--- config.mk ---
export PLATFORM = sky130hd
export DESIGN_NAME = lmn_div
export DESIGN_NICKNAME = d
export VERILOG_FILES = /design/src/hdl/lmn_pkg.sv /design/src/hdl/lmn_div.sv
export SDC_FILE = /design/constraint.sdc
export NUM_CORES = 1
export LEC_CHECK = 0
export BUFFER_PORTS_ARGS = -buffer_cell sky130_fd_sc_hd__buf_2
export CAP_MARGIN = 10
export CORE_UTILIZATION = 45
export CTS_CLUSTER_DIAMETER = 100
export DETAILED_ROUTE_END_ITERATION = 10
export PLACE_DENSITY_LB_ADDON = 0.1
export SYNTH_ARGS = -nofsm -noshare
export SYNTH_HDL_FRONTEND = slang
export SYNTH_SLANG_ARGS = --single-unit
--- constraint.sdc ---
create_clock -name i_clk -period 9.04 [get_ports i_clk]
set_input_delay 0.452 -clock i_clk [delete_from_list [all_inputs] [get_ports i_clk]]
set_output_delay 0.452 -clock i_clk [all_outputs]
set_load 0.02 [all_outputs]
--- src/hdl/lmn_pkg.sv ---
// lmn_pkg: shared constants and register codes for the local min/max normalizer
// no dependencies
`default_nettype none

package lmn_pkg;

    localparam int DEF_MAX_WINDOW = 16;
    localparam int DEF_MAX_LINE   = 128;
    localparam int DEF_PIXEL_BITS = 16;

    localparam int CFG_IDX_BITS  = 2;
    localparam int CFG_DATA_BITS = 16;

    localparam int RADIUS_BITS = 6;
    localparam int WIN_BITS    = 5;
    localparam int RANGE_BITS  = 16;

    localparam int RADIUS_LIMIT = 56;
    localparam int WIN_LIMIT    = 16;

    localparam int RST_RADIUS    = 4;
    localparam int RST_WINDOW    = 3;
    localparam int RST_MIN_RANGE = 1;

    // unsigned q1.16 result
    localparam int FRAC_BITS = 16;
    localparam int NORM_BITS = FRAC_BITS + 1;

    typedef enum logic [CFG_IDX_BITS-1:0] {
        REG_RADIUS    = 2'd0,
        REG_WINDOW    = 2'd1,
        REG_MIN_RANGE = 2'd2
    } t_cfg_reg;

endpackage

`default_nettype wire

--- src/hdl/lmn_div.sv ---
// lmn_div: restoring divider, one quotient bit per cycle, numerator not above denominator
// depends on lmn_pkg
`default_nettype none

module lmn_div
    import lmn_pkg::*;
#(
    parameter int DW = DEF_PIXEL_BITS + 1
) (
    input  wire logic                 i_clk,
    input  wire logic                 i_rst_n,
    input  wire logic                 i_start,
    input  wire logic [DW-1:0]        i_num,
    input  wire logic [DW-1:0]        i_den,
    output logic                      o_done,
    output logic [NORM_BITS-1:0]      o_quot
);

    localparam int CNTW = $clog2(NORM_BITS + 1);

    logic [CNTW-1:0]      r_cnt;
    logic                 r_first;
    logic                 r_done;
    logic [DW-1:0]        r_rem;
    logic [DW-1:0]        r_den;
    logic [NORM_BITS-1:0] r_q;
    logic [DW:0]          t;
    logic [DW:0]          diff;
    logic                 ge;

    always_comb begin
        // first step compares the numerator itself for the integer bit
        t    = r_first ? {1'b0, r_rem} : {r_rem, 1'b0};
        ge   = (t >= {1'b0, r_den});
        diff = t - {1'b0, r_den};
    end

    always_ff @(posedge i_clk) begin
        if (!i_rst_n) begin
            r_cnt   <= '0;
            r_first <= 1'b0;
            r_done  <= 1'b0;
        end else begin
            r_done <= 1'b0;
            if (i_start) begin
                r_rem   <= i_num;
                r_den   <= i_den;
                r_cnt   <= CNTW'(NORM_BITS);
                r_first <= 1'b1;
            end else if (r_cnt != '0) begin
                r_rem   <= ge ? diff[DW-1:0] : t[DW-1:0];
                r_q     <= {r_q[NORM_BITS-2:0], ge};
                r_first <= 1'b0;
                r_cnt   <= r_cnt - CNTW'(1);
                if (r_cnt == CNTW'(1)) begin
                    r_done <= 1'b1;
                end
            end
        end
    end

    assign o_done = r_done;
    assign o_quot = r_q;

endmodule

`default_nettype wire

==> key figures <==
Routing
  – DRT Pass-1 Iters: 4
  – Per-cell routed wire length: 14.64 um
  – Vias: 2445
  – DRC Markers: 0
  – Initial DRC count: 168
  – Final ANT Viol Nets: 0
  – DR vias/cell: 5.350
  – Routed WL: 6689 um

Cells and area
  – Fraction of layout cells with a size suffix above 1: 0.2542
  – Final core utilization: 0.5312
  – Layout Area Growth over Synthesis: 14.21%
  – Area of the multi-input gates: 1511 um2
  – NumNets Final: 411
  – ANT cells: 0
  – FF+latch area: 1672 um2
  – FILL cells: 695

Yosys
  – Cell count after synthesis: 301
  – Dominant synthesized flop cell: edfxtp_1
  – YS warnings: 0
  – Sequential element share of the synthesized area: 0.4981
  – Unique masters post-synth: 49
  – Avg Inst Size Synth: 11.15 um2
  – Syn Nets: 359
  – Synth Register Bits: 58
  – Post-synth EDFFs: 51
  – Cell area after synthesis: 3356 um2
  – Post-synth ARST share: 0

Floorplanning
  – Num rows: 31
  – DIE WIDTH: 88.36 um
  – DIE HEIGHT: 88.36 um
  – Die ar.: 7807 um2
  – Core ar.: 7214 um2
  – Initial Util: 0.4651
  – I/O pin cnt: 55

Critical path
  – Crit path to: r_rem[12]
  – R2R depth: 8
  – Reg2reg setup slack: 5.51 ns
  – FF-to-FF End: r_rem[12]
  – CP peak stage delay: 0.85 ns
  – Cell chain of the critical path: mux2_2 -> fa_1 -> a211oi_1 -> o21ai_2 -> a221oi_1 -> o21ai_0 -> xnor2_1 -> o31ai_1
  – Required time worst endpoint: 9.12 ns
  – Crit-path slowest cell: dfxtp_1
  – Worst Setup Start Kind: flop
  – Worst R2R Start: r_first
  – Worst Path Arrival: 3.61 ns
  – CP Class: flop to flop
  – CP Max Fanout: 19
  – CP endpoint kind: flop
  – CP startpoint: r_first

Clock tree
  – Clock Tree Buf Depth: 2
  – CTS resizes: 0
  – Post-CTS Setup Inserts: 0
  – H-Tree Level Count: 3
  – Reg clk slew, reported paths: 0.07 ns
  – CTS Sinks: 58
  – Clock network latency to the later pin of the worst-skew pair: 0.34 ns
  – Cts hold-fix bufs: 0
  – CTS tree: done
  – Total CTS buffers: 9
  – Clock root buffer: clkbuf_8

Placed design
  – Place WS: 5.547 ns
  – IO Port Bufs: 54
  – Final Wtd Congestion: 0.9384
  – Final HPWL DP: 4996 um

STA
  – RSZ-0062 raised after global routing: no
  – TNS Setup: 0 ns
  – Highest achievable clock rate: 283.4 MHz
  – Clock Skew: 0.005101 ns
  – Period utilisation layout: 0.3904
  – Final setup margin: 5.511 ns
  – Final-report setup violation count: 0
  – Post-route minimum period: 3.529 ns
  – Fin. Hold Viols: 0
  – Worst-margin pin slew: 0.9024 ns
  – Fin. max-slew vios: 0
  – Relative slew margins: 0.3977

Global routing
  – Initial antenna violation count: 0
  – First-pass GRT wire length: 10960 um
  – GRT Resource Usage Total: 0.1909
  – Vias in the first global route: 2301
  – GRT overflow: 0
  – Pin count of the biggest net entering global routing: 31

Power and ir drop
  – Flop pwr share: 0.407
  – Cell-internal power: 0.5552 mW
  – Combinational group share of total power: 0.358
  – VDD IR max: 0.00009519 V
  – Sw Share: 0.3457
  – Sw power: 0.2933 mW
  – Power Dens Cells: 221.4 nW/um2
  – Total leakage power: 1.571 nW
  – Clock power frac: 0.235

Flow run
  – Max cap viols: 0

Status
  – Status: completed

Min path
  – Hold crit path type: input pin to flop
-- flip-flops by register name, summed over array words and instances, names as in the netlist --
register  flops
r_first       1
r_rem        17
r_den        17
r_cnt         5
o_done        1
o_quot       17
-- power groups by stage --
stage	clock network, mW	logic [mW]	registers [mW]
2_1_floorplan	0	0.238	0.351
5_1_grt	0.219	0.337	0.349
3_3_place_gp	0	0.296	0.350
3_5_place_dp	0	0.300	0.351
4_1_cts	0.207	0.302	0.346
6_report	0.199	0.304	0.345
-- kinds of logic after synthesis --
| kind of cell | synth area share |
|---|---|
| xor gates and xnor gates | 0.04437 |
| muxes | 0.08203 |
| buffers and inverters | 0.05145 |
| DFF | 0.4981 |
| AOI/OAI and AO/OA | 0.1566 |
| and+or+nand+nor | 0.08687 |
| adders and majority gates | 0.08054 |
-- synthesized netlist by cell type, types with 4 or more instances --
| cell | n | area [um2] |
|---|---|---|
| edfxtp_1 | 51 | 1531 |
| nand2_1 | 26 | 97.59 |
| inv_1 | 24 | 90.09 |
| a21oi_1 | 20 | 100.1 |
| ha_1 | 20 | 250.2 |
| mux2_2 | 16 | 180.2 |
| nor2_1 | 15 | 56.30 |
| o21ai_0 | 12 | 60.06 |
| xnor2_1 | 12 | 105.1 |
| a31oi_1 | 9 | 56.30 |
| mux2i_1 | 8 | 80.08 |
| dfxtp_1 | 7 | 140.1 |
| clkbuf_1 | 6 | 22.52 |
| and2_1 | 5 | 31.28 |
| nand3_1 | 5 | 25.02 |
| xor2_1 | 5 | 43.79 |
| a21o_1 | 4 | 30.03 |
| nor3_1 | 4 | 20.02 |
| o211ai_1 | 4 | 30.03 |
| o31ai_1 | 4 | 30.03 |
-- critical path, delay by kind of cell (launching register included) --
| family | cells | cell delay [ns] |
|---|---|---|
| XOR/XNOR | 1 | 0.21 |
| adder cells (fa/ha/maj) | 1 | 0.45 |
| flip-flops | 1 | 0.85 |
| multiplexers | 1 | 0.45 |
| AO/OA/AOI/OAI | 5 | 1.32 |
-- worst min path at each step --
stage                     slack [ns]    endpoint  depth (start not counted)       start
final                           0.28   r_den[16]                          1   i_den[16]
after global routing            0.26   r_den[11]                          1   i_den[11]
after CTS                       0.27   r_den[13]                          1   i_den[13]
after detailed placement        0.43   o_quot[3]                          0   o_quot[2]
after global placement          0.43  o_quot[16]                          0  o_quot[15]
after floorplan                 0.51    r_cnt[3]                          2    r_cnt[3]
-- through the flow --
step | area, um2 | std cells | total power, mW | hold WS [ns]
after floorplan | 3356 | 301 | 0.5887 | 0.5075
after global placement | 3671 | 441 | 0.6467 | 0.4299
after detailed placement | 3671 | 441 | 0.6509 | 0.4308
after CTS | 3832 | 457 | 0.8547 | 0.2663
after global routing | 3832 | 457 | 0.9049 | 0.2591
final | 3832 | 457 | 0.8485 | 0.2838
-- routing by layer --
| layer | track usage | routed length [um] | up-vias |
|---|---|---|---|
| met2 | 0.2951 | 2968 | 72 |
| li1 | - | - | 1220 |
| met5 | 0 | 0 | - |
| met3 | 0.06343 | 311 | 9 |
| met1 | 0.2510 | 3302 | 1144 |
| met4 | 0.06745 | 106 | 0 |
-- cell type report --
cell class | instances | share of cell area
inverters | 25 | 0.02449
well taps | 99 | 0.03232
flip-flops and latches | 58 | 0.4362
multi-input cells | 205 | 0.3944
clock inverters | 6 | 0.008815
clock buffers | 10 | 0.03330
repair buffers | 54 | 0.07052
-- cell usage in the layout, fill, tap and decap left out, types with 2 or more instances in the layout --
cell	Yosys	routed
nand3_1	5	5
o31ai_1	4	4
a211oi_1	3	3
clkbuf_8	0	9
inv_1	24	24
nor3_1	4	4
a21boi_0	3	3
clkinv_1	0	2
mux2i_1	8	8
and3_1	2	2
mux2_2	16	16
nand2_1	26	26
o21ai_0	12	12
edfxtp_1	51	51
ha_1	20	20
xnor2_1	12	12
o211ai_1	4	4
a31o_2	3	3
and2_1	5	5
nor2_1	15	15
o21a_1	2	2
o2bb2ai_1	2	2
dfxtp_1	7	7
a21oi_1	20	20
xor2_1	5	5
a31oi_1	9	9
nand4_1	3	3
a21o_1	4	4
nand2b_1	2	2
buf_2	3	54
clkinv_2	0	2
Note: power is estimated with default switching activity, not from simulation.
