<file path="src/hdl/lmn_pkg.sv">
// lmn_pkg: shared constants and register codes for the local min/max normalizer
// no dependencies
`default_nettype none

package lmn_pkg;

    localparam int DEF_MAX_WINDOW = 16;
    localparam int DEF_MAX_LINE   = 128;
    localparam int DEF_PIXEL_BITS = 16;

    localparam int CFG_IDX_BITS  = 2;
    localparam int CFG_DATA_BITS = 16;

    localparam int RADIUS_BITS = 6;
    localparam int WIN_BITS    = 5;
    localparam int RANGE_BITS  = 16;

    localparam int RADIUS_LIMIT = 56;
    localparam int WIN_LIMIT    = 16;

    localparam int RST_RADIUS    = 4;
    localparam int RST_WINDOW    = 3;
    localparam int RST_MIN_RANGE = 1;

    // unsigned q1.16 result
    localparam int FRAC_BITS = 16;
    localparam int NORM_BITS = FRAC_BITS + 1;

    typedef enum logic [CFG_IDX_BITS-1:0] {
        REG_RADIUS    = 2'd0,
        REG_WINDOW    = 2'd1,
        REG_MIN_RANGE = 2'd2
    } t_cfg_reg;

endpackage

`default_nettype wire

</file>
<file path="src/hdl/lmn_merge.sv">
// lmn_merge: shared min/max compare unit folding one sample range into the accumulator
// depends on lmn_pkg
`default_nettype none

module lmn_merge
    import lmn_pkg::*;
#(
    parameter int PIXEL_BITS = DEF_PIXEL_BITS
) (
    input  wire logic                         i_acc_ok,
    input  wire logic signed [PIXEL_BITS-1:0] i_acc_lo,
    input  wire logic signed [PIXEL_BITS-1:0] i_acc_hi,
    input  wire logic                         i_smp_ok,
    input  wire logic signed [PIXEL_BITS-1:0] i_smp_lo,
    input  wire logic signed [PIXEL_BITS-1:0] i_smp_hi,
    output logic                              o_ok,
    output logic signed [PIXEL_BITS-1:0]      o_lo,
    output logic signed [PIXEL_BITS-1:0]      o_hi
);

    always_comb begin
        if (!i_smp_ok) begin
            o_ok = i_acc_ok;
            o_lo = i_acc_lo;
            o_hi = i_acc_hi;
        end else if (!i_acc_ok) begin
            o_ok = 1'b1;
            o_lo = i_smp_lo;
            o_hi = i_smp_hi;
        end else begin
            o_ok = 1'b1;
            o_lo = (i_smp_lo < i_acc_lo) ? i_smp_lo : i_acc_lo;
            o_hi = (i_smp_hi > i_acc_hi) ? i_smp_hi : i_acc_hi;
        end
    end

endmodule

`default_nettype wire

</file>
<file path="config.mk">
export PLATFORM = sky130hd
export DESIGN_NAME = lmn_merge
export DESIGN_NICKNAME = d
export VERILOG_FILES = /design/src/hdl/lmn_pkg.sv /design/src/hdl/lmn_merge.sv
export SDC_FILE = /design/constraint.sdc
export NUM_CORES = 1
export LEC_CHECK = 0
export BUFFER_PORTS_ARGS = -buffer_cell sky130_fd_sc_hd__buf_2
export CAP_MARGIN = 15
export CORE_ASPECT_RATIO = 0.5
export CORE_MARGIN = 8
export CORE_UTILIZATION = 46
export DETAILED_ROUTE_END_ITERATION = 7
export PLACE_DENSITY = 0.95
export SLEW_MARGIN = 5
export SYNTH_ARGS = -nofsm -noshare
export SYNTH_HDL_FRONTEND = slang
export SYNTH_SLANG_ARGS = --single-unit
</file>
<file path="constraint.sdc">
create_clock -name vclk -period 5
set_input_delay 0.5 -clock vclk [all_inputs]
set_output_delay 0.5 -clock vclk [all_outputs]
set_load 0.02 [all_outputs]
</file>
==> summary.md, run 1 <==
| Metric | Value |
|---|---|
| Share of cells above drive strength 1 | `56.35%` |
| IO Port Bufs | `a little under 100` |
| Ys Warns | `0` |
| Core area | `around 2700 um^2` |
| Req. time, crit path | `4500 ps` |
| Area growth syn-to-layout | `39.46%` |
| Vias in the first global route | `approximately 1.5k` |
| Synth cell types | `33` |
| Minimum clock period | `roughly 3400 ps` |
| Slew @ Worst Pin | `around 580 ps` |
| Hold Violations, Final | `0` |
| Dpl cell area | `approximately 1900 um^2` |
| Post-CTS setup buffer count | `0` |
| Seq/Total Area, Yosys | `0%` |
| # DRC | `0` |
| Status | `complete, no violations` |
| Startpoint Class | `input pin` |
| Post-route ant nets | `0` |
| Worst IR Drop VDD | `0.07461 mV` |
| Worst-path cell chain | `buf_2, inv_1, ha_1, nand4_4, nor2_2, a311o_1, a221oi_2, mux2i_2, buf_4, mux2_2, buf_2` |
| Worst Hold Class | `in -> out` |
| Normalized max-slew margin | `61.40%` |
| Placed Cells incl. Taps | `289` |
| Pins Over Slew Limit | `0` |
| Seq cells | `0` |
| GPL Wtd Cong | `0.7197` |
| Bufs and invs on worst path | `4` |
| Commonest non-fill, non-tap cell in the layout | `buf_2` |
| Fin nets | `351` |
| Most used cell, CP | `buf_2` |
| CP max-delay cell | `mux2_2` |
| Gr usage total | `about 14%` |
| Vias post-DR | `around 1.4k` |
| Fill cell count | `218` |
| WP data arrival | `2900 ps` |
| Crit path kind | `in -> out` |
| Via/cell ratio | `4.945` |
| Initial antenna violation count | `0` |
| Floorplan row count | `13` |
| Max cap viols | `0` |
| Syn nets | `251` |
| Leakage power | `1.120 nW` |
| CP max stage delay | `around 380 ps` |
| Final Cell Area | `1862 um^2` |
| Antenna cells | `0` |
| CTS resizes | `0` |
| CP top delay family | `multiplexers` |
| Register area | `0 um^2` |
| Setup TNS Final | `0 ps` |
| Mapped Cells | `154` |
| Most frequent cells in the layout | `99 x buf_2, 33 x inv_1, 31 x ha_1` |
| Crit. End Element | `primary output` |
| RSZ-0062 raised after global routing | `false` |
| Largest net degree at the start of global routing | `16` |
| Die Wd | `92.19 um` |
| Die Span Y | `roughly 54 um` |
| Fin crit share | `68.06%` |
| Pwr per Cell Area | `121.5 nW/um^2` |
| Crit-path max FO | `14` |
| Final Non-Filler Cells | `289` |
| Final setup violation count | `0` |
| Avg Inst Size Synth | `roughly 8.7 um^2` |
| Average wire per standard cell | `13.35 um` |
| HPWL after DPL | `about 3500 um` |
| Mapped Area | `1335 um^2` |
| Max Clk Rate | `293.9 MHz` |
| I/O pins | `99` |
| Grt ovf | `0` |
| Number of clock buffers in the layout | `0` |
| DR pass1 iterations | `3` |
| Die area | `4987 um^2` |
| Hold buffers post-CTS | `0` |
| Starting density of the core | `49.74%` |
| Drt total wl | `just under 4000 um` |
| First-pass GRT wire length | `6147 um` |
| Iteration-0 DRC Markers | `26` |
-- layout make-up --
cell class                      count  area [um^2]  area share (%)
Inverter                           33        123.9           6.653
Timing Repair Buffer              100        503.0           27.02
Tap cell                           37        46.29           2.487
Multi-Input combinational cell    119         1189           63.84
-- stage by stage --
stage,utilization [%],power (W),setup slack [ps],hold slack [ps]
5_1_grt,69.37,0.0002472,1475,1371
4_1_cts,69.37,0.0002280,1594,1361
3_3_place_gp,69.37,0.0002197,1651,1359
2_1_floorplan,-,0.0001538,1905,1140
6_report,69.37,0.0002261,1597,1357
3_5_place_dp,69.37,0.0002264,1600,1361
-- power breakdown --
part           switching [W]  leakage [nW]  internal [W]
clock                      0             0             0
sequential                 0             0             0
combinational       0.000120          1.12      0.000106
-- routing by layer --
metal	vias to the layer above	routed length (um)	track usage, %
met5	-	0	0
met2	35	2234	33.53
met3	2	136	1.247
met4	0	15	1.319
li1	752	-	-
met1	640	1472	13.42
-- tightest hold or removal path, cell delays in order --
cell and delay [ps]:
buf_2 80, mux2_2 130, buf_2 150
-- Yosys cell counts (all sizes together) --
cell	instances	share of area [%]
and4	1	0.66
o211a	1	0.75
a31oi	2	0.94
a21o	4	2.2
nand4	4	3.0
nand2	9	2.5
mux2	32	30
mux2i	1	1.0
nand3b	1	0.56
o21a	1	0.56
o21ai	2	0.75
nand3	2	0.75
inv	33	9.3
ha	31	29
or2	1	0.47
o221ai	2	2.6
nor3	1	0.75
a311o	1	0.75
a21oi	11	4.4
and3	1	0.47
buf	2	1.7
a221oi	1	1.1
a221o	1	0.75
nor4	1	1.6
a22oi	1	0.56
nand2b	2	0.94
nor2	4	1.3
a31o	1	0.66
-- final timing paths --
kind	startpoint	to	slack, ps	cells past startpoint
max	i_acc_hi[15]	o_hi[15]	1600	11
min	i_smp_lo[0]	o_lo[0]	1360	3
-- cell families after synthesis --
family	Yosys count	share of synthesized area [%]
simple gates	27	13.03
mux	33	30.83
buf+inv	35	10.97
fa+ha+maj	31	29.05
compound gates	28	16.12
No activity file was read; power rests on OpenSTA's default activity.
==> run 2, diff against run 1 <==
ABC_AREA = 1   (was unset)
CORE_UTILIZATION = 40   (was 46)
PLACE_DENSITY = 0.93   (was 0.95)
clock period = 3.1 ns   (was 5 ns; I/O delays follow)
==> run 2 against run 1 <==
Non-clock buffer count is 1 lower. Global-route usage shrank 1.2 points. Critical path depth grew 4. Total power grew 49%. Combinational power grew 49%. Final cell count is 35% higher. Critical path type unchanged.
==> summary.md, run 2 <==
| Metric | Value |
|---|---|
| Iteration-0 DRC Markers | `37 (+42%)` |
| Normalized max-slew margin | `56.80% (-4.6 points)` |
| Status | `complete, no violations` |
| Post-synth top area cell | `ha_1` |
| Most used cell, CP | `nand2_1` |
| Hold Violations, Final | `0 (unchanged)` |
| Worst-path cell chain | `buf_2, inv_1, ha_1, nand2_1, nor2_2, nand3_1, nand3_1, nand2_1, a21oi_1, nand2_1, nand2_4, nand2_4, nand2_1, nand2_1, buf_2` |
| Leakage power | `1.338 nW (+20%)` |
| Syn nets | `355 (+41%)` |
| I/O pins | `99 (unchanged)` |
| Share of cells above drive strength 1 | `30.37% (-26 points)` |
| Fill cell count | `344 (+58%)` |
| Die Wd | `99.41 um (+7.8%)` |
| Req. time, crit path | `2790 ps (-1710 ps)` |
| Die Span Y | `57.71 um (+6.7%)` |
| Grt ovf | `0 (unchanged)` |
| Setup WS post-layout | `710.8 ps (-886.3 ps)` |
| Sequential share of power | `0% (unchanged)` |
| Gr usage total | `12.87% (-1.2 points)` |
| HPWL after DPL | `3432 um (-2.1%)` |
| GPL Wtd Cong | `0.7798 (+8.4%)` |
| Fin nets | `448 (+28%)` |
| Seq/Total Area, Yosys | `0% (unchanged)` |
| Xor/xnor share of the synthesized area | `0% (unchanged)` |
| Startpoint Class | `input pin` |
| Synth Area in Compound Gates | `6.835% (-9.3 points)` |
| Area growth syn-to-layout | `35.52%` |
| Sw Pwr | `0.0002074 W (+73%)` |
| Largest net degree at the start of global routing | `36 (+20)` |
| Main combinational cell family by area after synthesis | `simple AND/OR/NAND/NOR gates` |
| Post-CTS setup buffer count | `0 (unchanged)` |
| Mapped Area | `1391 um^2 (+4.2%)` |
| First-pass GRT wire length | `6686 um (+8.8%)` |
| Hold Startpoint | `i_acc_hi[6]` |
| WP data arrival | `2080 ps (-820 ps)` |
| Slew @ Worst Pin | `648.0 ps (+68.96 ps)` |
| Pins Over Slew Limit | `0 (unchanged)` |
| Ranking of synthesized cells by area | `ha_1 28%, nand2_1 27%, nand3_1 13%` |
| IO Port Bufs | `99 (unchanged)` |
| Starting density of the core | `41.19% (-8.6 points)` |
| Fin crit share | `between 70% and 80%` |
| Worst IR Drop VDD | `0.07418 mV (-0.57%)` |
| Number of clock buffers in the layout | `0 (unchanged)` |
| Antenna cells | `0 (unchanged)` |
| Hold EP | `o_hi[6]` |
| Crit path kind | `in -> out` |
| Post-synthesis mux area share | `0% (-31 points)` |
| Yosys top cell area share | `27.88% (-1.2 points)` |
| Max cap viols | `0 (unchanged)` |
| RSZ-0062 raised after global routing | `false` |
| Pwr per Cell Area | `178.5 nW/um^2 (+47%)` |
| Most frequent cells in the layout | `99 x nand2_1, 99 x buf_2, 48 x inv_1` |
| Vias in the first global route | `1,657 (+9.9%)` |
| Post-route ant nets | `0 (unchanged)` |
| Crit-path max FO | `17 (+3)` |
| Design Power | `0.0003366 W (+49%)` |
| Core area | `3378 um^2 (+26%)` |
| Switching portion of total power | `61.62% (+8.7 points)` |
| Average wire per standard cell | `9.867 um (-26%)` |
| CP top delay family | `simple AND/OR/NAND/NOR gates` |
| Count leader, synth | `nand2_1` |
| Setup TNS Final | `0 ps (unchanged)` |
| Comb pwr share | `100.0% (about the same)` |
| Final setup violation count | `0 (unchanged)` |
| Floorplan row count | `15 (+2)` |
| Initial antenna violation count | `0 (unchanged)` |
| Post-Synth Simple-Gate Area | `48.47% (+35 points)` |
| Max Clk Rate | `roughly 420 MHz` |
| DR pass1 iterations | `4 (+1)` |
| CTS resizes | `0 (unchanged)` |
| Drt total wl | `3858 um (unchanged)` |
| Pre-CTS setup slack | `709.3 ps (-891.1 ps)` |
| Seq cells | `0 (unchanged)` |
| Bufs and invs on worst path | `3 (-1)` |
| Avg Inst Size Synth | `5.393 um^2 (-38%)` |
| Hold buffers post-CTS | `0 (unchanged)` |
| Minimum clock period | `2389 ps` |
| Adder-cell share of the synthesized area | `27.88% (-1.2 points)` |
| Worst Hold Class | `in -> out` |
| # DRC | `0 (unchanged)` |
| Register area | `0 um^2 (unchanged)` |
| P_int | `0.0001292 W (+21%)` |
| Mapped Cells | `258 (+68%)` |
| Clock share of power | `0% (unchanged)` |
| Vias post-DR | `1,790 (+25%)` |
| Ys Warns | `0 (unchanged)` |
| Crit. End Element | `primary output` |
| Die area | `5736 um^2 (+15%)` |
| Most frequent cells after synthesis | `99 x nand2_1, 48 x inv_1, 37 x nand3_1` |
| Via/cell ratio | `4.578 (-7.4%)` |
| CP max-delay cell | `ha_1` |
| Hold Path Stages | `4 (+1)` |
| Synth cell types | `22 (-33%)` |
| CP max stage delay | `280 ps (-100 ps)` |
## run 2: power groups by stage
stage	combinational (W)	clock (W)	sequential, W
after floorplan	0.000227	0	0
after global placement	0.000337	0	0
after detailed placement	0.000340	0	0
after CTS	0.000342	0	0
after global routing	0.000383	0	0
final	0.000337	0	0
## run 2: cells by family after synthesis
logic type	Yosys count
AND/OR/NAND/NOR	153
adder cells (fa/ha/maj)	31
AO/OA/AOI/OAI	18
buffers and inverters	56
## run 2: layer usage
layer | track usage (%) | vias up | routed length [um]
met3 | 1.193 | 0 | 118
met2 | 26.85 | 30 | 2035
met1 | 14.39 | 761 | 1704
li1 | - | 999 | -
met5 | 0 | - | 0
met4 | 0.4264 | 0 | 0
## run 2: how the worst max path moves through the flow
stage                  from       end  slack, ps  cells after the start
2_1_floorplan  i_acc_lo[15]  o_lo[10]       1050                     11
4_1_cts         i_acc_lo[5]   o_lo[9]        700                     15
5_1_grt         i_acc_hi[7]   o_hi[7]        470                     15
3_5_place_dp    i_acc_lo[5]   o_lo[9]        710                     15
3_3_place_gp    i_acc_lo[5]   o_lo[9]        730                     15
6_report        i_acc_hi[7]  o_hi[15]        710                     15
## run 2: area by class of cell
cell class	instances	area, um^2	share of cell area [%]
timing repair buffer	99	495.5	26.28
tap	42	52.55	2.787
multi-input combinational	202	1157	61.38
inverter	48	180.2	9.555
## run 2: worst min-delay path, cell delays in order
cell,delay [ps]
buf_2,80
nand2_1,50
nand2_1,40
buf_2,150
## run 2: per-stage QoR
step | utilization, % | instance area, um^2 | std cells | hold slack [ps]
final | 55.81 | 1886 | 391 | 942.7
after global routing | 55.81 | 1886 | 391 | 964.3
after CTS | 55.81 | 1886 | 391 | 944.8
after detailed placement | 55.81 | 1886 | 391 | 944.0
after global placement | 55.81 | 1886 | 391 | 943.6
after floorplan | - | 1391 | 258 | 762.0
